===== config.mk =====
export PLATFORM = sky130hd
export DESIGN_NAME = sorted_index_set_engine_unit
export DESIGN_NICKNAME = d
export VERILOG_FILES = /design/src/sv/sise_pkg.sv /design/src/sv/sise_cell.sv /design/src/sv/sorted_index_set_engine_unit.sv
export SDC_FILE = /design/constraint.sdc
export NUM_CORES = 2
export LEC_CHECK = 0
export BUFFER_PORTS_ARGS = -buffer_cell sky130_fd_sc_hd__buf_2
export CORE_UTILIZATION = 31
export DETAILED_ROUTE_END_ITERATION = 10
export MAX_ROUTING_LAYER = met4
export PLACE_DENSITY_LB_ADDON = 0.12
export SKIP_CTS_REPAIR_TIMING = 1
export SYNTH_ARGS = -nofsm -noshare
export SYNTH_HDL_FRONTEND = slang
export SYNTH_HIERARCHICAL = 1
export SYNTH_SLANG_ARGS = --single-unit

===== constraint.sdc =====
create_clock -name clk -period 23.9 [get_ports clk]
set_input_delay 4.78 -clock clk [delete_from_list [all_inputs] [get_ports clk]]
set_output_delay 4.78 -clock clk [all_outputs]
set_load 0.02 [all_outputs]

===== src/sv/sise_pkg.sv =====
// ----------------------------------------------------------------------------
// Sorted index set engine package
// Shared operation codes, control struct and default sizes.
// ----------------------------------------------------------------------------
package sise_pkg;

  localparam int SET_DEPTH_DEF  = 32;
  localparam int VALUE_BITS_DEF = 16;
  localparam int IN_VALUE_W     = 16;
  localparam int LIMIT_W        = 8;
  localparam int OUT_COUNT_W    = 6;
  localparam int QPOS_EXTRA     = 256;

  typedef enum logic [1:0] {
    OP_CLEAR  = 2'd0,
    OP_INSERT = 2'd1,
    OP_LOOKUP = 2'd2,
    OP_QUERY  = 2'd3
  } op_t;

  // Broadcast control for every cell of the chain.
  typedef struct packed {
    logic clr;       // empty the set
    logic ins;       // insert the broadcast value (set not full)
    logic qry;       // query element
    logic prefix;    // query element lies inside the prefix
    logic clr_seen;  // last query element: drop seen flags
  } ctl_t;

endpackage


===== src/sv/sise_cell.sv =====
// ----------------------------------------------------------------------------
// Sorted index set cell
// Holds one entry with its valid and seen flags; shifts toward the tail on
// insert and compares its entry with the broadcast value.
// ----------------------------------------------------------------------------
module sise_cell #(
  parameter int EW = sise_pkg::VALUE_BITS_DEF
) (
  input  logic           clk,
  input  logic           rst_n,
  input  sise_pkg::ctl_t ctl,
  input  logic [EW-1:0]  val,
  input  logic [EW-1:0]  prev_entry,
  input  logic           prev_seen,
  input  logic           prev_valid,
  input  logic           prev_le,
  output logic [EW-1:0]  entry,
  output logic           seen,
  output logic           valid,
  output logic           le,
  output logic           eq,
  output logic           done
);

  logic [EW-1:0] entry_r, entry_nxt;
  logic          seen_r, seen_nxt;
  logic          valid_r, valid_nxt;

  assign le    = valid_r && (entry_r <= val);
  assign eq    = valid_r && (entry_r == val);
  assign done  = !valid_r || seen_r || (eq && ctl.prefix);
  assign entry = entry_r;
  assign seen  = seen_r;
  assign valid = valid_r;

  always_comb begin
    entry_nxt = entry_r;
    seen_nxt  = seen_r;
    valid_nxt = valid_r;
    if (ctl.clr) begin
      seen_nxt  = 1'b0;
      valid_nxt = 1'b0;
    end else if (ctl.ins) begin
      if (!le) begin
        valid_nxt = prev_valid;
        if (prev_le) begin
          entry_nxt = val;
          seen_nxt  = 1'b0;
        end else begin
          entry_nxt = prev_entry;
          seen_nxt  = prev_seen;
        end
      end
    end else if (ctl.qry) begin
      if (ctl.clr_seen) begin
        seen_nxt = 1'b0;
      end else begin
        seen_nxt = seen_r || (eq && ctl.prefix);
      end
    end
  end

  always_ff @(posedge clk) begin
    entry_r <= entry_nxt;
    if (!rst_n) begin
      seen_r  <= 1'b0;
      valid_r <= 1'b0;
    end else begin
      seen_r  <= seen_nxt;
      valid_r <= valid_nxt;
    end
  end

endmodule


===== src/sv/sorted_index_set_engine_unit.sv =====
// The result of an accepted transaction is registered in the output register.
// Throughput: one transaction per cycle unless the output stalls; every op is one
// compare step in all cells of the chain at once, and the output register frees as it is taken.
// Reset: synchronous active-low; the set empties and any query is dropped.
// ----------------------------------------------------------------------------
// Sorted index set engine top level
// Chain of cells holding an ascending multiset with insert, lookup, clear
// and streamed subset / match queries.
// ----------------------------------------------------------------------------
module sorted_index_set_engine_unit #(
  parameter int SET_DEPTH  = sise_pkg::SET_DEPTH_DEF,
  parameter int VALUE_BITS = sise_pkg::VALUE_BITS_DEF
) (
  input  logic                              clk,
  input  logic                              rst_n,
  input  logic                              in_valid,
  output logic                              in_ready,
  input  logic [1:0]                        in_op,
  input  logic [sise_pkg::IN_VALUE_W-1:0]   in_value,
  input  logic [sise_pkg::LIMIT_W-1:0]      in_prefix_limit,
  input  logic                              in_last,
  output logic                              out_valid,
  input  logic                              out_ready,
  output logic                              out_found,
  output logic [sise_pkg::OUT_COUNT_W-1:0]  out_count,
  output logic                              out_all_present,
  output logic                              out_exact_match,
  output logic                              out_rejected
);

  localparam int EW    = (VALUE_BITS < sise_pkg::IN_VALUE_W) ? VALUE_BITS
                                                              : sise_pkg::IN_VALUE_W;
  localparam int CW    = $clog2(SET_DEPTH + 1);
  localparam int QCAP  = SET_DEPTH + sise_pkg::QPOS_EXTRA;
  localparam int QW    = $clog2(QCAP + 1);

  logic                 accept;
  logic                 full;
  sise_pkg::ctl_t       ctl;
  logic [EW-1:0]        val;

  logic [EW-1:0]        ent_vec [SET_DEPTH];
  logic [SET_DEPTH-1:0] seen_vec, valid_vec, le_vec, eq_vec, done_vec;

  logic [CW-1:0]        count_r, count_nxt;
  logic [QW-1:0]        qpos_r, qpos_nxt, qpos_inc;
  logic                 missed_r, missed_nxt, missed_upd;
  logic                 hit;

  logic                 out_valid_r;
  logic                 out_found_r, out_all_r, out_exact_r, out_rej_r;
  logic [sise_pkg::OUT_COUNT_W-1:0] out_count_r;

  assign in_ready = !out_valid_r || out_ready;
  assign accept   = in_valid && in_ready;
  assign full     = (count_r >= CW'(SET_DEPTH));
  assign val      = in_value[EW-1:0];
  assign hit      = |eq_vec;

  assign qpos_inc   = (qpos_r < QW'(QCAP)) ? qpos_r + QW'(1) : qpos_r;
  assign missed_upd = missed_r || !hit;

  always_comb begin
    ctl          = '0;
    ctl.clr      = accept && (in_op == sise_pkg::OP_CLEAR);
    ctl.ins      = accept && (in_op == sise_pkg::OP_INSERT) && !full;
    ctl.qry      = accept && (in_op == sise_pkg::OP_QUERY);
    ctl.prefix   = (in_op == sise_pkg::OP_QUERY) &&
                   (qpos_r < QW'(in_prefix_limit));
    ctl.clr_seen = in_last;
  end

  for (genvar i = 0; i < SET_DEPTH; i++) begin : g_cell
    logic [EW-1:0] p_entry;
    logic          p_seen, p_valid, p_le;
    if (i == 0) begin : g_head
      assign p_entry = '0;
      assign p_seen  = 1'b0;
      assign p_valid = 1'b1;
      assign p_le    = 1'b1;
    end else begin : g_body
      assign p_entry = ent_vec[i-1];
      assign p_seen  = seen_vec[i-1];
      assign p_valid = valid_vec[i-1];
      assign p_le    = le_vec[i-1];
    end
    sise_cell #(.EW(EW)) u_cell (
      .clk        (clk),
      .rst_n      (rst_n),
      .ctl        (ctl),
      .val        (val),
      .prev_entry (p_entry),
      .prev_seen  (p_seen),
      .prev_valid (p_valid),
      .prev_le    (p_le),
      .entry      (ent_vec[i]),
      .seen       (seen_vec[i]),
      .valid      (valid_vec[i]),
      .le         (le_vec[i]),
      .eq         (eq_vec[i]),
      .done       (done_vec[i])
    );
  end

  always_comb begin
    count_nxt  = count_r;
    qpos_nxt   = qpos_r;
    missed_nxt = missed_r;
    if (ctl.clr) begin
      count_nxt  = '0;
      qpos_nxt   = '0;
      missed_nxt = 1'b0;
    end else if (ctl.ins) begin
      count_nxt = count_r + CW'(1);
    end else if (ctl.qry) begin
      if (in_last) begin
        qpos_nxt   = '0;
        missed_nxt = 1'b0;
      end else begin
        qpos_nxt   = qpos_inc;
        missed_nxt = missed_upd;
      end
    end
  end

  always_ff @(posedge clk) begin
    if (!rst_n) begin
      count_r     <= '0;
      qpos_r      <= '0;
      missed_r    <= 1'b0;
      out_valid_r <= 1'b0;
    end else begin
      count_r  <= count_nxt;
      qpos_r   <= qpos_nxt;
      missed_r <= missed_nxt;
      if (accept) begin
        out_valid_r <= 1'b1;
      end else if (out_ready) begin
        out_valid_r <= 1'b0;
      end
    end
  end

  always_ff @(posedge clk) begin
    if (accept) begin
      out_found_r <= (in_op == sise_pkg::OP_LOOKUP) && hit;
      out_count_r <= sise_pkg::OUT_COUNT_W'(count_nxt);
      out_rej_r   <= (in_op == sise_pkg::OP_INSERT) && full;
      out_all_r   <= ctl.qry && in_last && (&done_vec);
      out_exact_r <= ctl.qry && in_last && !missed_upd &&
                     (qpos_inc == QW'(count_r));
    end
  end

  assign out_valid       = out_valid_r;
  assign out_found       = out_found_r;
  assign out_count       = out_count_r;
  assign out_all_present = out_all_r;
  assign out_exact_match = out_exact_r;
  assign out_rejected    = out_rej_r;

`ifndef SYNTHESIS
  a_count_bound: assert property (@(posedge clk) disable iff (!rst_n)
    count_r <= CW'(SET_DEPTH))
    else $error("entry count beyond depth");

  a_valid_count: assert property (@(posedge clk) disable iff (!rst_n)
    $countones(valid_vec) == int'(count_r))
    else $error("cell valid flags disagree with entry count");

  a_accept_out: assert property (@(posedge clk) disable iff (!rst_n)
    accept |=> out_valid_r)
    else $error("accepted transaction produced no result");

  a_reject_full: assert property (@(posedge clk) disable iff (!rst_n)
    (out_valid_r && out_rej_r) |-> (out_count_r == sise_pkg::OUT_COUNT_W'(SET_DEPTH)))
    else $error("insert rejected while set not full");
`endif

endmodule


# Word level (Yosys, flattened, before mapping)
# Index checks and enable logic that the tools add are counted.
[totals]
regBits = 603
latch_bits = 0
mem_bits_rw = 0
romBits = 0
input_bits = 31
out_inout_bits = 12
wordCells = 787
n_memories = 0
[classes]
addsub = 2
mul = 0
div_mod_pow = 0
order_cmp = 35
n_eq_ne = 68
n_shift = 0
muxes = 197
bitwise_logic = 35
n_reduce_logical = 345
[op_table]
columns = ["operator", "n"]
rows = [
  ["== test 16 bit", 32],
  ["<= comparator 16 bit", 32],
  ["2-to-1 mux 16 bit", 31],
  ["2-to-1 mux 1 bit", 162],
  ["AND reduction 2 bit", 65],
  ["logical AND 1 bit", 108],
  ["logical OR 1 bit", 98],
  ["AND reduction 3 bit", 32],
  ["!= test 2 bit (second input constant)", 32],
  ["zero test 1 bit", 36],
  ["NOT 1 bit", 35],
  ["AND reduction 32 bit", 1],
  ["OR reduction 32 bit", 1],
  ["2-to-1 mux 9 bit", 2],
  ["2-to-1 mux 6 bit", 2],
  ["adder 9 x 1 -> 9 bit (second input constant)", 1],
  ["== test 9 x 6 -> 1 bit", 1],
  ["less-than comparator 9 x 8 -> 1 bit", 1],
  ["less-than comparator 9 bit (second input constant)", 1],
  ["adder 6 x 1 -> 6 bit (second input constant)", 1],
  [">= comparator 6 bit (second input constant)", 1],
  ["== test 2 bit (second input constant)", 2],
  ["nonzero test 2 bit", 2],
  ["== test 2 x 1 -> 1 bit (second input constant)", 1],
  ["2 further kinds", 2],
]

# Depth between registers and ports, before layout
[depth]
depth_word = 8
depth_mapped = 12
mapped_depth_nobuf = 12

# By module
# The synthesis kept the hierarchy.
[by_module_without_submodules]
columns = ["mod", "n_inst", "cells_each", "area_per_inst_um2", "seq_area_each_um2"]
rows = [
  ["sise_cell at g_cell[0].u_cell ...", 31, 117, 1281.2, 520.5],
  ["sorted_index_set_engine_unit", 1, 207, 1744.2, 640.6],
  ["sise_cell at g_cell[22].u_cell", 1, 116, 1278.7, 520.5],
]

# Worst setup path after synthesis
# Ideal clock, no wire load.
[synth_path]
path_type = "input -> register"
start = "input port in_op[1]"
end = "register g_cell[0].u_cell.entry_r[0] (enable)"
setup_time_ns = 0.410
arrival_time_ns = 20.047
required_time_ns = 23.490
setup_slack_ns = 3.443
cell_stages = 3
n_path_buf = 0
cell_sequence = "nor4_1 inv_1 nor3_1"
[synth_between]
elab_chain_len = 4
elab_cells_between_ends = 7
classes_between = "eq/ne (1); bitwise (1); reduce/logical (5)"
[synth_lines]
columns = ["element", "line", "text"]
rows = [
  ["start, declared", "sorted_index_set_engine_unit.sv:18", "input logic [1:0] in_op,"],
  ["== test 2 x 1 -> 1 bit or zero test 2 bit (tied branches)", "sorted_index_set_engine_unit.sv:66, sorted_index_set_engine_unit.sv:65", ""],
  ["logical AND 1 bit (on tied branches)", "sorted_index_set_engine_unit.sv:66, sorted_index_set_engine_unit.sv:65", ""],
  ["logical AND 1 bit or NOT 1 bit (tied branches)", "-", ""],
  ["AND reduction 3 bit (no line) (*)", "-", ""],
  ["end signal, assigned", "sise_cell.sv:64", "entry_r <= entry_nxt;"],
  ["end, declared", "sise_cell.sv:25", "logic [EW-1:0] entry_r, entry_nxt;"],
]
# Every way passes the cells marked *; elsewhere a longest branch is shown, timed or not.
# A chain may end at the register's enable or synchronous reset.

# Worst setup path in the final report
[layout_path]
start = "input port out_ready"
end = "output port in_ready"
[layout_between]
elab_chain_len = 1
[layout_lines]
columns = ["element", "line", "text"]
rows = [
  ["start, declared", "sorted_index_set_engine_unit.sv:23", "input logic out_ready,"],
  ["logical OR 1 bit", "sorted_index_set_engine_unit.sv:54", "assign in_ready = !out_valid_r || out_ready;"],
  ["end, declared", "sorted_index_set_engine_unit.sv:17", "output logic in_ready,"],
]
# Every way passes these cells.

==> metrics <==
status=finished, violations left; failing checks=capacitance limit; Mapped Cells=3950; register bit count reported by yosys=603; CP startpoint kind=input port; Site Rows=135; Initial Utilization=31.39%; CTS Buffer Depth=3; Post-Syn Area=0.04274 mm²; root buffer cell=clkbuf_16; crit path cell chain=buf_2, nor2b_1, inv_1, buf_2; Slew @ Worst Pin=1.456 ns; Worst Path Arrival=5.45 ns; Hold Startpoint=missed_r; Final Hold Viols=0; cell taking the most area after synthesis=edfxtp_1; IO Count=43; dpl hpwl=83020 µm; Setup Skew=0.01923 ns; WS Path Type=in -> out; Via density=4.897; top post-synthesis cells by count=622 x inv_1, 522 x edfxtp_1, 522 x ha_1; pre-CTS setup slack=13.64 ns; CTS tree=yes; Non-Filler Instances=5920; R2R setup slack=19.49 ns; maximum fanout along the worst path=5; Max Fclk=0.09778 GHz; peak supply drop=0.00004668 V; Final Max Tran Viols=0; wire per inst=19.67 µm; Distinct cells, synth=57; antenna violations before repair=3; Max Cap Viol=1; setup TNS=0 ns; CP required=19.12 ns; Placed Cells=5784; Leakage=0.01980 µW; hold path cells=1; share of post-route cells with drive strength above 1=24.58%; Clk Latency, worst-skew pair=0.66 ns; final core occ=35.23%; Worst R2R End=out_all_present; CP dominant cell by count=buf_2; port bufs=42; Synth Warn #=6; minimum clock period=10.23 ns; Core ar.=0.1361 mm²; CP max stage cell=nor2b_1; TritonCTS Sinks=603; synthesis-to-finish area growth=12.23%; worst min-delay path category=reg -> reg; RR Startpoint=qpos_r[7]; drt drc=0; fin crit share=42.79%; share of the synthesized area in the top cell type=36.67%; clock-pin slew on the worst setup and hold paths=0.06 ns; worst-case reg-to-reg path depth=10; Avg Cell Area, Syn=10.82 µm²; iteration count of the initial detailed-routing pass=5; remaining global-route overflow=0; CTS Buf Count=76; via count of the first global-routing pass=29170; power density over the cells=53.43 mW/mm²; first-pass GRT wire length=180100 µm; RSZ-0062 raised after global routing=false; Hold Path Sink=missed_r; Final setup viols=0; number of synthesized flops with an enable pin=522; H-Tree Depth=3; ANT nets after route=0; Slew HR=2.044%; Synth area leaders=edfxtp_1 37%, ha_1 15%, mux2_2 14%; crit-path max cell delay=0.30 ns; Die W=373.3 µm; routability cong.=0.7946; Pwr Total=2563 µW; Fillers=13500; setup slack after layout=13.67 ns; DIE HEIGHT=373.3 µm; fin nets=4634; Vias=28990; Seq/Total Area, Yosys=40.47%; most numerous cell in the Yosys netlist=inv_1; pin count of the biggest net entering global routing=137; die area=0.1394 mm²; ys flop type=edfxtp_1; asr flop ratio synth=0%; Worst setup EP type=output port; total track usage=17.14%; WL final=116400 µm; 1st-iter DRT viols=1429
[worst max-delay path by stage]
stage	from	to	slack, ns	cells after the start
6_report	out_ready	in_ready	13.67	4
5_1_grt	out_ready	in_ready	13.54	4
4_1_cts	out_ready	in_ready	13.64	4
3_5_place_dp	out_ready	in_ready	13.64	4
3_3_place_gp	out_ready	in_ready	13.70	4
2_1_floorplan	in_op[1]	g_cell[0].u_cell/entry[0]	3.44	3
[stage by stage]
step | area (µm²) | hold WS, ns
2_1_floorplan | 42800 | 0.4419
6_report | 47970 | 0.4715
3_3_place_gp | 45670 | 0.4525
5_1_grt | 47970 | 0.4892
4_1_cts | 47960 | 0.4730
3_5_place_dp | 45670 | 0.4585
[worst max-delay path: cells and delay by family]
family | cells | cell delay [ns]
buffers and inverters | 3 | 0.37
and+or+nand+nor | 1 | 0.30
[power breakdown]
| part | total (µW) | internal [µW] | switching, µW |
|---|---|---|---|
| combinational | 281 | 103 | 179 |
| sequential | 1180 | 1160 | 13.9 |
| clock | 1100 | 637 | 466 |
[area by class of cell]
cell class	count	area, µm²	share of cell area (%)
timing repair buffer	109	763.2	1.591
sequential	603	17300	36.06
inverter	623	2338	4.875
tap	1781	2228	4.645
clock buffer	109	2130	4.439
clock inverter	25	167.7	0.3495
multi-input combinational	2668	23040	48.03
antenna	2	5.005	0.01043
[routing by layer]
| metal | vias up | routed length, µm | share of wire [%] | global-route usage [%] |
|---|---|---|---|---|
| li1 | 14570 | - | - | - |
| met1 | 13870 | 55830 | 48 | 22.40 |
| met2 | 400 | 53980 | 46 | 27.73 |
| met3 | 146 | 3805 | 3.3 | 2.048 |
| met4 | 0 | 2828 | 2.4 | 5.063 |
| met5 | - | 0 | 0 | - |
[flip-flops by register name (all words and copies together), names as in the netlist]
name,flops
out_rejected,1
missed_r,1
out_valid,1
out_count,6
qpos_r,9
g_cell.u_cell/entry,512
g_cell.u_cell/seen,32
out_all_present,1
count_r,6
g_cell.u_cell/valid,32
out_exact_match,1
out_found,1
[cell families after synthesis]
kind of cell / count (synthesis) / share of synthesized area (%)
buf+inv: 696 / 6.212
mux: 580 / 15.09
flops: 603 / 40.47
other cells: 2 / 0.01757
compound gates: 679 / 11.19
simple gates: 860 / 11.58
fa+ha+maj: 522 / 15.28
xor+xnor: 8 / 0.1639
[cell usage in the layout (no fill, tap or decap), types with 7 or more instances in the layout]
| cell type | n |
|---|---|
| a211oi_1 | 33 |
| a21o_1 | 35 |
| a21oi_1 | 201 |
| a2bb2oi_1 | 33 |
| a311oi_2 | 32 |
| a31o_1 | 31 |
| a31o_2 | 64 |
| and2_1 | 33 |
| and2_2 | 32 |
| and4_2 | 32 |
| buf_2 | 32 |
| buf_4 | 75 |
| clkbuf_1 | 26 |
| clkbuf_16 | 79 |
| clkinv_1 | 11 |
| clkinv_2 | 10 |
| conb_1 | 19 |
| dfxtp_1 | 81 |
| edfxtp_1 | 522 |
| ha_1 | 522 |
| inv_1 | 621 |
| mux2_2 | 514 |
| mux2i_1 | 66 |
| nand2_1 | 333 |
| nand2b_1 | 34 |
| nand3_1 | 35 |
| nand4_1 | 46 |
| nand4_2 | 33 |
| nor2_1 | 149 |
| nor2b_1 | 33 |
| nor3_1 | 7 |
| nor3_2 | 31 |
| nor4_1 | 10 |
| nor4_4 | 32 |
| o211a_1 | 31 |
| o21a_1 | 34 |
| o21ai_0 | 136 |
| o21ai_2 | 32 |
| or3_1 | 7 |
(Power assumes the default switching activity.)
